### src/rtl/core/positional_insert_delete_list_assert.svh
// ----------------------------------------------------------------------------
// positional insert/delete list assertion macros
// concurrent assertion shorthands used at the end of the top level
// ----------------------------------------------------------------------------
`ifndef POSITIONAL_INSERT_DELETE_LIST_ASSERT_SVH
`define POSITIONAL_INSERT_DELETE_LIST_ASSERT_SVH

// same-cycle implication, disabled during reset
`define PIDL_ASSERT_IMP(label, clk, rst_n, ante, cons, msg) \
    label: assert property (@(posedge clk) disable iff (!rst_n) (ante) |-> (cons)) \
        else $error(msg);

// next-cycle implication, disabled during reset
`define PIDL_ASSERT_NXT(label, clk, rst_n, ante, cons, msg) \
    label: assert property (@(posedge clk) disable iff (!rst_n) (ante) |=> (cons)) \
        else $error(msg);

`endif

### src/rtl/core/pidl_pkg.sv
// ----------------------------------------------------------------------------
// pidl_pkg
// shared widths, codes and word types of the positional list
// ----------------------------------------------------------------------------
`default_nettype none

package pidl_pkg;

    localparam int DEPTH_DEF     = 64;
    localparam int WORD_BITS_DEF = 32;

    localparam int OPCODE_W = 2;
    localparam int POS_W    = 7;
    localparam int ITEM_W   = 32;
    localparam int READ_W   = 32;
    localparam int STATUS_W = 2;
    localparam int LEN_W    = 7;

    typedef logic [OPCODE_W-1:0] opcode_t;
    typedef logic [STATUS_W-1:0] status_t;

    localparam opcode_t OP_INSERT = 2'd0;
    localparam opcode_t OP_DELETE = 2'd1;
    localparam opcode_t OP_READ   = 2'd2;

    localparam status_t ST_OK      = 2'd0;
    localparam status_t ST_BAD_POS = 2'd1;
    localparam status_t ST_FULL    = 2'd2;

    typedef struct packed {
        opcode_t             opcode;
        logic [POS_W-1:0]    position;
        logic [ITEM_W-1:0]   item_value;
    } pidl_cmd_t;

    typedef struct packed {
        logic [READ_W-1:0]   read_value;
        status_t             status;
        logic [LEN_W-1:0]    list_length;
        logic                is_empty;
    } pidl_res_t;

endpackage

`default_nettype wire

### src/rtl/core/pidl_in_if.sv
// ----------------------------------------------------------------------------
// pidl_in_if
// command channel: opcode, position and payload word with valid/ready
// ----------------------------------------------------------------------------
`default_nettype none

interface pidl_in_if
    import pidl_pkg::*;
();

    logic                valid;
    logic                ready;
    opcode_t             opcode;
    logic [POS_W-1:0]    position;
    logic [ITEM_W-1:0]   item_value;

    modport source (output valid, output opcode, output position, output item_value,
                    input ready);
    modport sink   (input valid, input opcode, input position, input item_value,
                    output ready);

endinterface

`default_nettype wire

### src/rtl/core/pidl_out_if.sv
// ----------------------------------------------------------------------------
// pidl_out_if
// result channel: read word, status and list length with valid/ready
// ----------------------------------------------------------------------------
`default_nettype none

interface pidl_out_if
    import pidl_pkg::*;
();

    logic                valid;
    logic                ready;
    logic [READ_W-1:0]   read_value;
    status_t             status;
    logic [LEN_W-1:0]    list_length;
    logic                is_empty;

    modport source (output valid, output read_value, output status, output list_length,
                    output is_empty, input ready);
    modport sink   (input valid, input read_value, input status, input list_length,
                    input is_empty, output ready);

endinterface

`default_nettype wire

### src/rtl/core/pidl_ram.sv
// ----------------------------------------------------------------------------
// pidl_ram
// generic simple dual-port ram, one write port, one registered read port
// ----------------------------------------------------------------------------
`default_nettype none

module pidl_ram #(
    parameter  int WIDTH  = 32,
    parameter  int DEPTH  = 64,
    localparam int ADDR_W = $clog2(DEPTH)
) (
    input  wire logic              clk,
    input  wire logic              we,
    input  wire logic [ADDR_W-1:0] waddr,
    input  wire logic [WIDTH-1:0]  wdata,
    input  wire logic [ADDR_W-1:0] raddr,
    output logic      [WIDTH-1:0]  rdata
);

    logic [WIDTH-1:0] mem [DEPTH];

    always_ff @(posedge clk)
    begin
        if (we)
        begin
            mem[waddr] <= wdata;
        end
        rdata <= mem[raddr];
    end

endmodule

`default_nettype wire

### src/rtl/core/pidl_ctrl.sv
// ----------------------------------------------------------------------------
// pidl_ctrl
// list sequencer: decodes a command, moves entries one slot per cycle
// through the entry ram and builds the result word
// ----------------------------------------------------------------------------
`default_nettype none

module pidl_ctrl
    import pidl_pkg::*;
#(
    parameter int DEPTH     = DEPTH_DEF,
    parameter int WORD_BITS = WORD_BITS_DEF
) (
    input  wire logic      clk,
    input  wire logic      rst_n,
    input  wire logic      cmd_valid,
    output logic           cmd_ready,
    input  wire pidl_cmd_t cmd,
    output logic           res_valid,
    input  wire logic      res_ready,
    output pidl_res_t      res
);

    localparam int ADDR_W = $clog2(DEPTH);
    localparam int CNT_W  = $clog2(DEPTH + 1);
    localparam int CMP_W  = ((CNT_W > POS_W) ? CNT_W : POS_W) + 1;

    localparam logic [1:0] S_IDLE   = 2'd0;
    localparam logic [1:0] S_SHIFT  = 2'd1;
    localparam logic [1:0] S_RDWAIT = 2'd2;
    localparam logic [1:0] S_DONE   = 2'd3;

    logic [1:0]           state_reg, state_next;
    logic [CNT_W-1:0]     count_reg, count_next;
    logic                 up_reg, up_next;
    logic [ADDR_W-1:0]    src_reg, src_next;
    logic [ADDR_W-1:0]    dst_reg, dst_next;
    logic [CNT_W-1:0]     rem_reg, rem_next;
    logic                 pend_reg, pend_next;
    logic [ADDR_W-1:0]    ins_addr_reg, ins_addr_next;
    logic [WORD_BITS-1:0] word_reg, word_next;
    pidl_res_t            res_reg, res_next;

    logic                 ram_we;
    logic [ADDR_W-1:0]    ram_waddr;
    logic [WORD_BITS-1:0] ram_wdata;
    logic [ADDR_W-1:0]    ram_raddr;
    logic [WORD_BITS-1:0] ram_rdata;

    logic                 accept;
    logic [CMP_W-1:0]     pos_x;
    logic [CMP_W-1:0]     cnt_x;
    logic                 pos_zero;
    logic                 ins_pos_ok;
    logic                 sel_pos_ok;
    logic                 full;
    logic [ADDR_W-1:0]    pos_addr;
    logic [CNT_W-1:0]     cnt_after;
    pidl_res_t            res_bad;

    pidl_ram #(
        .WIDTH (WORD_BITS),
        .DEPTH (DEPTH)
    ) u_ram (
        .clk   (clk),
        .we    (ram_we),
        .waddr (ram_waddr),
        .wdata (ram_wdata),
        .raddr (ram_raddr),
        .rdata (ram_rdata)
    );

    assign cmd_ready = (state_reg == S_IDLE) || ((state_reg == S_DONE) && res_ready);
    assign accept    = cmd_valid && cmd_ready;
    assign res_valid = (state_reg == S_DONE);
    assign res       = res_reg;

    // position checks against the current length
    assign pos_x      = CMP_W'(cmd.position);
    assign cnt_x      = CMP_W'(count_reg);
    assign pos_zero   = (cmd.position == '0);
    assign ins_pos_ok = !pos_zero && (pos_x <= cnt_x + CMP_W'(1));
    assign sel_pos_ok = !pos_zero && (pos_x <= cnt_x);
    assign full       = (count_reg == CNT_W'(DEPTH));
    assign pos_addr   = ADDR_W'(pos_x - CMP_W'(1));
    assign cnt_after  = up_reg ? (count_reg + CNT_W'(1)) : (count_reg - CNT_W'(1));

    always_comb
    begin
        res_bad.read_value  = '0;
        res_bad.status      = ST_BAD_POS;
        res_bad.list_length = LEN_W'(count_reg);
        res_bad.is_empty    = (count_reg == '0);
    end

    always_comb
    begin
        state_next    = state_reg;
        count_next    = count_reg;
        up_next       = up_reg;
        src_next      = src_reg;
        dst_next      = dst_reg;
        rem_next      = rem_reg;
        pend_next     = pend_reg;
        ins_addr_next = ins_addr_reg;
        word_next     = word_reg;
        res_next      = res_reg;
        ram_we        = 1'b0;
        ram_waddr     = dst_reg;
        ram_wdata     = ram_rdata;
        ram_raddr     = src_reg;

        case (state_reg)
            S_DONE:
            begin
                if (res_ready)
                begin
                    state_next = S_IDLE;
                end
            end
            S_SHIFT:
            begin
                // write back the entry read last cycle one slot over
                ram_we = pend_reg;
                if (rem_reg != '0)
                begin
                    src_next  = up_reg ? (src_reg - ADDR_W'(1)) : (src_reg + ADDR_W'(1));
                    dst_next  = up_reg ? (src_reg + ADDR_W'(1)) : (src_reg - ADDR_W'(1));
                    rem_next  = rem_reg - CNT_W'(1);
                    pend_next = 1'b1;
                end
                else
                begin
                    pend_next = 1'b0;
                end
                // insert needs the write port free for the new word
                if ((rem_reg == '0) && (!pend_reg || !up_reg))
                begin
                    if (up_reg)
                    begin
                        ram_we    = 1'b1;
                        ram_waddr = ins_addr_reg;
                        ram_wdata = word_reg;
                    end
                    count_next           = cnt_after;
                    res_next.read_value  = '0;
                    res_next.status      = ST_OK;
                    res_next.list_length = LEN_W'(cnt_after);
                    res_next.is_empty    = (cnt_after == '0);
                    state_next           = S_DONE;
                end
            end
            S_RDWAIT:
            begin
                res_next.read_value  = READ_W'(ram_rdata);
                res_next.status      = ST_OK;
                res_next.list_length = LEN_W'(count_reg);
                res_next.is_empty    = (count_reg == '0);
                state_next           = S_DONE;
            end
            default:
            begin
            end
        endcase

        if (accept)
        begin
            case (cmd.opcode)
                OP_INSERT:
                begin
                    if (!ins_pos_ok)
                    begin
                        res_next   = res_bad;
                        state_next = S_DONE;
                    end
                    else if (full)
                    begin
                        res_next        = res_bad;
                        res_next.status = ST_FULL;
                        state_next      = S_DONE;
                    end
                    else
                    begin
                        up_next       = 1'b1;
                        src_next      = ADDR_W'(cnt_x - CMP_W'(1));
                        rem_next      = CNT_W'(cnt_x - pos_x + CMP_W'(1));
                        pend_next     = 1'b0;
                        ins_addr_next = pos_addr;
                        word_next     = WORD_BITS'(cmd.item_value);
                        state_next    = S_SHIFT;
                    end
                end
                OP_DELETE:
                begin
                    if (!sel_pos_ok)
                    begin
                        res_next   = res_bad;
                        state_next = S_DONE;
                    end
                    else
                    begin
                        up_next    = 1'b0;
                        src_next   = ADDR_W'(pos_x);
                        rem_next   = CNT_W'(cnt_x - pos_x);
                        pend_next  = 1'b0;
                        state_next = S_SHIFT;
                    end
                end
                OP_READ:
                begin
                    if (!sel_pos_ok)
                    begin
                        res_next   = res_bad;
                        state_next = S_DONE;
                    end
                    else
                    begin
                        ram_raddr  = pos_addr;
                        state_next = S_RDWAIT;
                    end
                end
                default:
                begin
                    res_next   = res_bad;
                    state_next = S_DONE;
                end
            endcase
        end
    end

    always_ff @(posedge clk or negedge rst_n)
    begin
        if (!rst_n)
        begin
            state_reg <= S_IDLE;
            count_reg <= '0;
            pend_reg  <= 1'b0;
        end
        else
        begin
            state_reg <= state_next;
            count_reg <= count_next;
            pend_reg  <= pend_next;
        end
    end

    always_ff @(posedge clk)
    begin
        up_reg       <= up_next;
        src_reg      <= src_next;
        dst_reg      <= dst_next;
        rem_reg      <= rem_next;
        ins_addr_reg <= ins_addr_next;
        word_reg     <= word_next;
        res_reg      <= res_next;
    end

endmodule

`default_nettype wire

### src/rtl/core/positional_insert_delete_list.sv
// ----------------------------------------------------------------------------
// positional_insert_delete_list
// ordered list of up to DEPTH words with insert, delete and read by position
// ----------------------------------------------------------------------------
// The list lives in one synchronous ram; positions count from 1. Insert at
// positions 1..length+1 moves later words up, delete at 1..length closes the
// gap, read returns the word at 1..length. A bad position (or an unused
// opcode) gives status 1 and changes nothing; insert into a full list gives
// status 2. Every command gives exactly one result word carrying the length
// and an empty flag after the command. One command is worked at a time.
// A command that fails its check goes straight to its result, and a read waits
// for the registered ram read; insert and delete move one entry per cycle
// through the single ram write port, and an insert then writes the new word.
// The result word loads into the output register at the edge from which the
// next command can be taken. A result waits in an output register, so the
// next command is taken while it is unread.
// Entries carry no reset: the list starts empty and only written slots are
// ever read, so no clearing pass is needed.
`default_nettype none

`include "positional_insert_delete_list_assert.svh"

module positional_insert_delete_list
    import pidl_pkg::*;
#(
    parameter int DEPTH     = DEPTH_DEF,
    parameter int WORD_BITS = WORD_BITS_DEF
) (
    input  wire logic   clk,
    input  wire logic   rst_n,
    pidl_in_if.sink     req,
    pidl_out_if.source  rsp
);

    pidl_cmd_t cmd;
    logic      res_valid;
    logic      res_ready;
    pidl_res_t res;

    // output register
    logic      out_valid_reg, out_valid_next;
    pidl_res_t out_word_reg;

    // command word straight from the channel
    always_comb
    begin
        cmd.opcode     = req.opcode;
        cmd.position   = req.position;
        cmd.item_value = req.item_value;
    end

    // sequencer plus entry ram
    pidl_ctrl #(
        .DEPTH     (DEPTH),
        .WORD_BITS (WORD_BITS)
    ) u_ctrl (
        .clk       (clk),
        .rst_n     (rst_n),
        .cmd_valid (req.valid),
        .cmd_ready (req.ready),
        .cmd       (cmd),
        .res_valid (res_valid),
        .res_ready (res_ready),
        .res       (res)
    );

    // the result slot frees when empty or when the sink takes its word
    assign res_ready = !out_valid_reg || rsp.ready;

    always_comb
    begin
        if (res_valid && res_ready)
        begin
            out_valid_next = 1'b1;
        end
        else if (rsp.ready)
        begin
            out_valid_next = 1'b0;
        end
        else
        begin
            out_valid_next = out_valid_reg;
        end
    end

    always_ff @(posedge clk or negedge rst_n)
    begin
        if (!rst_n)
        begin
            out_valid_reg <= 1'b0;
        end
        else
        begin
            out_valid_reg <= out_valid_next;
        end
    end

    // payload loads only with a new result word
    always_ff @(posedge clk)
    begin
        if (res_valid && res_ready)
        begin
            out_word_reg <= res;
        end
    end

    assign rsp.valid       = out_valid_reg;
    assign rsp.read_value  = out_word_reg.read_value;
    assign rsp.status      = out_word_reg.status;
    assign rsp.list_length = out_word_reg.list_length;
    assign rsp.is_empty    = out_word_reg.is_empty;

    // failed commands never report data
    `PIDL_ASSERT_IMP(a_fail_no_data, clk, rst_n, rsp.valid && (rsp.status != ST_OK),
        rsp.read_value == '0, "failed command reported a nonzero read word")
    // a full report only comes from a list at capacity
    `PIDL_ASSERT_IMP(a_full_length, clk, rst_n, rsp.valid && (rsp.status == ST_FULL),
        rsp.list_length == LEN_W'(DEPTH), "full status with list below capacity")
    // a handed-over result shows on the output next cycle
    `PIDL_ASSERT_NXT(a_res_shown, clk, rst_n, res_valid && res_ready,
        rsp.valid, "result word lost in the output register")
    // a blocked result is held unchanged by the sequencer
    `PIDL_ASSERT_NXT(a_res_held, clk, rst_n, res_valid && !res_ready,
        res_valid && $stable(res), "blocked result word changed or dropped")

endmodule

`default_nettype wire
### src/flat_wrapper.sv
// flat-port wrapper written by rule: the top's interface ports become plain ports
module positional_insert_delete_list_flat import pidl_pkg::*;
#(
    parameter int DEPTH     = DEPTH_DEF,
    parameter int WORD_BITS = WORD_BITS_DEF
)
  (clk, rst_n, req_valid, req_opcode, req_position, req_item_value, req_ready, rsp_valid, rsp_read_value, rsp_status, rsp_list_length, rsp_is_empty, rsp_ready);
  pidl_in_if req_i ();
  pidl_out_if rsp_i ();
  input  wire logic clk;
  input  wire logic rst_n;
  input wire logic [$bits(req_i.valid)-1:0] req_valid;
  input wire logic [$bits(req_i.opcode)-1:0] req_opcode;
  input wire logic [$bits(req_i.position)-1:0] req_position;
  input wire logic [$bits(req_i.item_value)-1:0] req_item_value;
  output wire logic [$bits(req_i.ready)-1:0] req_ready;
  output wire logic [$bits(rsp_i.valid)-1:0] rsp_valid;
  output wire logic [$bits(rsp_i.read_value)-1:0] rsp_read_value;
  output wire logic [$bits(rsp_i.status)-1:0] rsp_status;
  output wire logic [$bits(rsp_i.list_length)-1:0] rsp_list_length;
  output wire logic [$bits(rsp_i.is_empty)-1:0] rsp_is_empty;
  input wire logic [$bits(rsp_i.ready)-1:0] rsp_ready;
  assign req_i.valid = req_valid;
  assign req_i.opcode = req_opcode;
  assign req_i.position = req_position;
  assign req_i.item_value = req_item_value;
  assign req_ready = req_i.ready;
  assign rsp_valid = rsp_i.valid;
  assign rsp_read_value = rsp_i.read_value;
  assign rsp_status = rsp_i.status;
  assign rsp_list_length = rsp_i.list_length;
  assign rsp_is_empty = rsp_i.is_empty;
  assign rsp_i.ready = rsp_ready;
  positional_insert_delete_list #(.DEPTH(DEPTH), .WORD_BITS(WORD_BITS)) u_core (.clk(clk), .rst_n(rst_n), .req(req_i), .rsp(rsp_i));
endmodule
### config.mk
export PLATFORM = sky130hd
export DESIGN_NAME = positional_insert_delete_list_flat
export DESIGN_NICKNAME = d
export VERILOG_FILES = /design/src/rtl/core/pidl_pkg.sv /design/src/rtl/core/pidl_in_if.sv /design/src/rtl/core/pidl_out_if.sv /design/src/rtl/core/pidl_ram.sv /design/src/rtl/core/pidl_ctrl.sv /design/src/rtl/core/positional_insert_delete_list.sv /design/src/flat_wrapper.sv
export VERILOG_INCLUDE_DIRS = /design/src /design/src/rtl/core
export SDC_FILE = /design/constraint.sdc
export NUM_CORES = 2
export LEC_CHECK = 0
export ABC_CLOCK_PERIOD_IN_PS = 8600
export BUFFER_PORTS_ARGS = -buffer_cell sky130_fd_sc_hd__buf_2
export CAP_MARGIN = 25
export CORE_ASPECT_RATIO = 1.25
export CORE_MARGIN = 2
export CORE_UTILIZATION = 68
export CTS_CLUSTER_DIAMETER = 80
export CTS_CLUSTER_SIZE = 40
export DETAILED_ROUTE_END_ITERATION = 16
export HOLD_SLACK_MARGIN = 0.08
export PLACE_DENSITY_LB_ADDON = 0.2
export SLEW_MARGIN = 20
export SYNTH_ARGS = -nofsm -noshare
export SYNTH_HDL_FRONTEND = slang
export SYNTH_SLANG_ARGS = --single-unit
### constraint.sdc
create_clock -name clk -period 8.6 [get_ports clk]
set_input_delay 1.72 -clock clk [delete_from_list [all_inputs] [get_ports clk]]
set_output_delay 1.72 -clock clk [all_outputs]
set_load 0.01 [all_outputs]
==> flow_summary.ini <==
[final_layout]
drive_gt1_frac = 0.09188
area_growth_pct = 6.176
postLayoutCoreUtil = 0.7254
nets = 6146
fin_cells = 7859
largest_register_ffs = 2048

[worst_setup_path]
cp_data_required_time_ps = 9180
critPathArrivalTime_ps = 7240
timing.rr.start = u_core.u_ctrl.count_reg[0]$_DFFE_PN0P_
r2r_slack_ps = 2200
reg2reg_depth = 13
rr_endpoint = u_core.u_ctrl.u_ram.rdata[7]$_DFF_P_
crit_type = in2reg
start_kind = primary input
critPathCaptureType = register
cp_max_fo = 174

[global_route]
grt_max_degree = 197
grt_pass1_wl_mm = 380.0
track_usage = 0.3842
grt_overflow_total = 0
antenna_found_initial = 12
grt_pass1_vias = 55200

[clocking]
post_cts_resized = 0
postCtsSetupRepairBufs = 0
ctsHoldBuffers = 0
cts-htree-levels = 3
clkSinkCount = 2233
cts_tree = yes
clk_path_buf_depth = 3
root_buffer = clkbuf_16
clk_latency_ps = 760
cts-buffers-inserted = 68
path_clk_slew_ps = 140

[sta]
skew_ps = 72.00
hold_violations = 0
worst_pin_slew_ps = 1207
setup_tns_ps = 0
timing.final.crit_share = 0.7740
max_slew_margin = 0.1953
setup_viol = 0
fmaxAchievable_mhz = 150.2
rsz0062_at_grt = no
slew_violations = 0
period_needed_ps = 6656

[synth]
synth_area_leaders = edfxtp_1 (70%), mux2i_1 (4.0%), and3_1 (2.5%)
ys_ff_latch = 2233
yosysMostFrequentCell = edfxtp_1
synth_commonest_cells = edfxtp_1 (2135), nand2_1 (381), o21ai_0 (372), and3_1 (365), mux2i_1 (361)
synth-async-reset-ratio = 0.004926
synth.net_count = 6258
synth_edf_count = 2135
synth.yosys.seq_area_share = 0.7254
synth_top_area_share = 0.7033
ys_warn_count = 0
postSynthAreaPerCell_um2 = 14.77
netlist_instances = 6174
synthFlopType = edfxtp_1
yosysUniqueCellTypes = 79
yosysTopAreaCell = edfxtp_1
synthesis.area_mm2 = 0.09116

[placed_design]
io_buffers = 88
dpl.cell_count = 7737
dp_hpwl_mm = 148.5
gp_congestion = 0.9335

[drt]
wire_per_inst_um = 33.83
via_count = 58650
drt-initial-drc-count = 10040
first_pass_iters = 8
drc_errors = 0
ant_nets = 0
via_per_inst = 7.463
drt-total-wl_mm = 265.8

[floorplan]
start_util = 0.6832
fp.coreArea_mm2 = 0.1334
die_w_um = 331.5
dieArea_mm2 = 0.1370
ios = 89
core.rowCount = 150
dieHeight_um = 413.4

[power]
p_leak_nw = 31.77
ir_drop_uv = 269.6
power.density_mw_per_mm2 = 313.8

[job]
max_cap_violations = 0

[worst_hold_path]
worstHoldStart = u_core.u_ctrl.res[8]$_DFF_P_
hold_depth = 0
worstHoldEndpoint = u_core.rsp.status[0]$_DFFE_PP_
hp-class = reg2reg

[outcome]
outcome = finished, final reports clean
logic make-up after synthesis:
| logic type | after synthesis | synth area share |
|---|---|---|
| AO/OA/AOI/OAI | 1541 | 0.1183 |
| XOR/XNOR | 38 | 0.003651 |
| adder cells (fa/ha/maj) | 39 | 0.005517 |
| buffers and inverters | 531 | 0.02425 |
| flip-flops | 2233 | 0.7254 |
| multiplexers | 394 | 0.04371 |
| AND/OR/NAND/NOR | 1398 | 0.07921 |
final cells by class:
type | instances | area [um^2]
flip-flops and latches | 2233 | 66130
fillers | 8144 | 36650
multi-input cells | 3410 | 23610
repair buffers | 315 | 2645
well taps | 1748 | 2187
clock buffers | 104 | 1879
clock inverters | 10 | 198.9
inverters | 34 | 127.6
diodes | 5 | 12.51
worst max path at each step:
stage	from	to	slack, ps	cells past startpoint
2_1_floorplan	req_position[0]	u_core.u_ctrl.ins_addr_reg[0]$_DFFE_PP_	1710	10
3_3_place_gp	req_position[0]	u_core.u_ctrl.u_ram.rdata[7]$_DFF_P_	1630	14
3_5_place_dp	req_position[0]	u_core.u_ctrl.u_ram.rdata[7]$_DFF_P_	1530	14
4_1_cts	req_position[0]	u_core.u_ctrl.u_ram.rdata[7]$_DFF_P_	2260	14
5_1_grt	req_position[0]	u_core.u_ctrl.u_ram.rdata[7]$_DFF_P_	1950	14
6_report	req_position[0]	u_core.u_ctrl.u_ram.rdata[7]$_DFF_P_	1940	14
layout by cell type (no fill, tap or decap), drive strengths merged, types with 25 or more instances in the layout:
cell / instances
buf: 315
a22oi: 95
edfxtp: 2135
o31ai: 27
a32oi: 59
o22ai: 111
a21o: 182
a31oi: 31
nor2: 153
dfxtp: 87
mux2i: 361
o21ai: 375
nand4: 37
a2111oi: 25
and3: 365
clkbuf: 104
mux2: 33
a21oi: 48
nand2: 381
a21boi: 130
ha: 37
inv: 35
o311ai: 47
a211oi: 238
o2111ai: 98
or4: 39
nand3: 291
nor4: 47
where the power goes:
part | switching [W] | leakage [nW] | total, W | internal (W)
registers | 0.000459 | 20.2 | 0.0143 | 0.0139
clock network | 0.00309 | 0.992 | 0.00473 | 0.00165
logic | 0.00823 | 10.6 | 0.0113 | 0.00308
per-layer routing:
metal,track usage,up-vias,share of wire
met5,0,-,0.00028
met4,0.2290,12,0.069
met3,0.08973,737,0.14
met2,0.5836,4672,0.45
met1,0.5146,29110,0.34
li1,-,24120,-
critical path: stages:
cell and delay, ps:
buf_2 110, buf_4 310, ha_1 300, and2_1 130, o21ai_1 290, a41oi_4 330, o31ai_4 660, buf_12 640
buf_12 520, a21boi_0 190, o21ai_0 230, o2111ai_1 250, a22oi_1 970, nand4_1 170
metrics by stage:
step | cell area, um^2 | hold slack, ps | setup WS, ps | total power [W]
global route | 96780 | 452.9 | 1951 | 0.03110
global placement | 94410 | 415.0 | 1627 | 0.02510
floorplan | 91160 | 407.2 | 1712 | 0.02074
finish | 96790 | 446.4 | 1944 | 0.03038
detailed placement | 94670 | 418.5 | 1534 | 0.02543
CTS | 96740 | 447.8 | 2265 | 0.02992
Note: power is estimated with default switching activity, not from simulation.
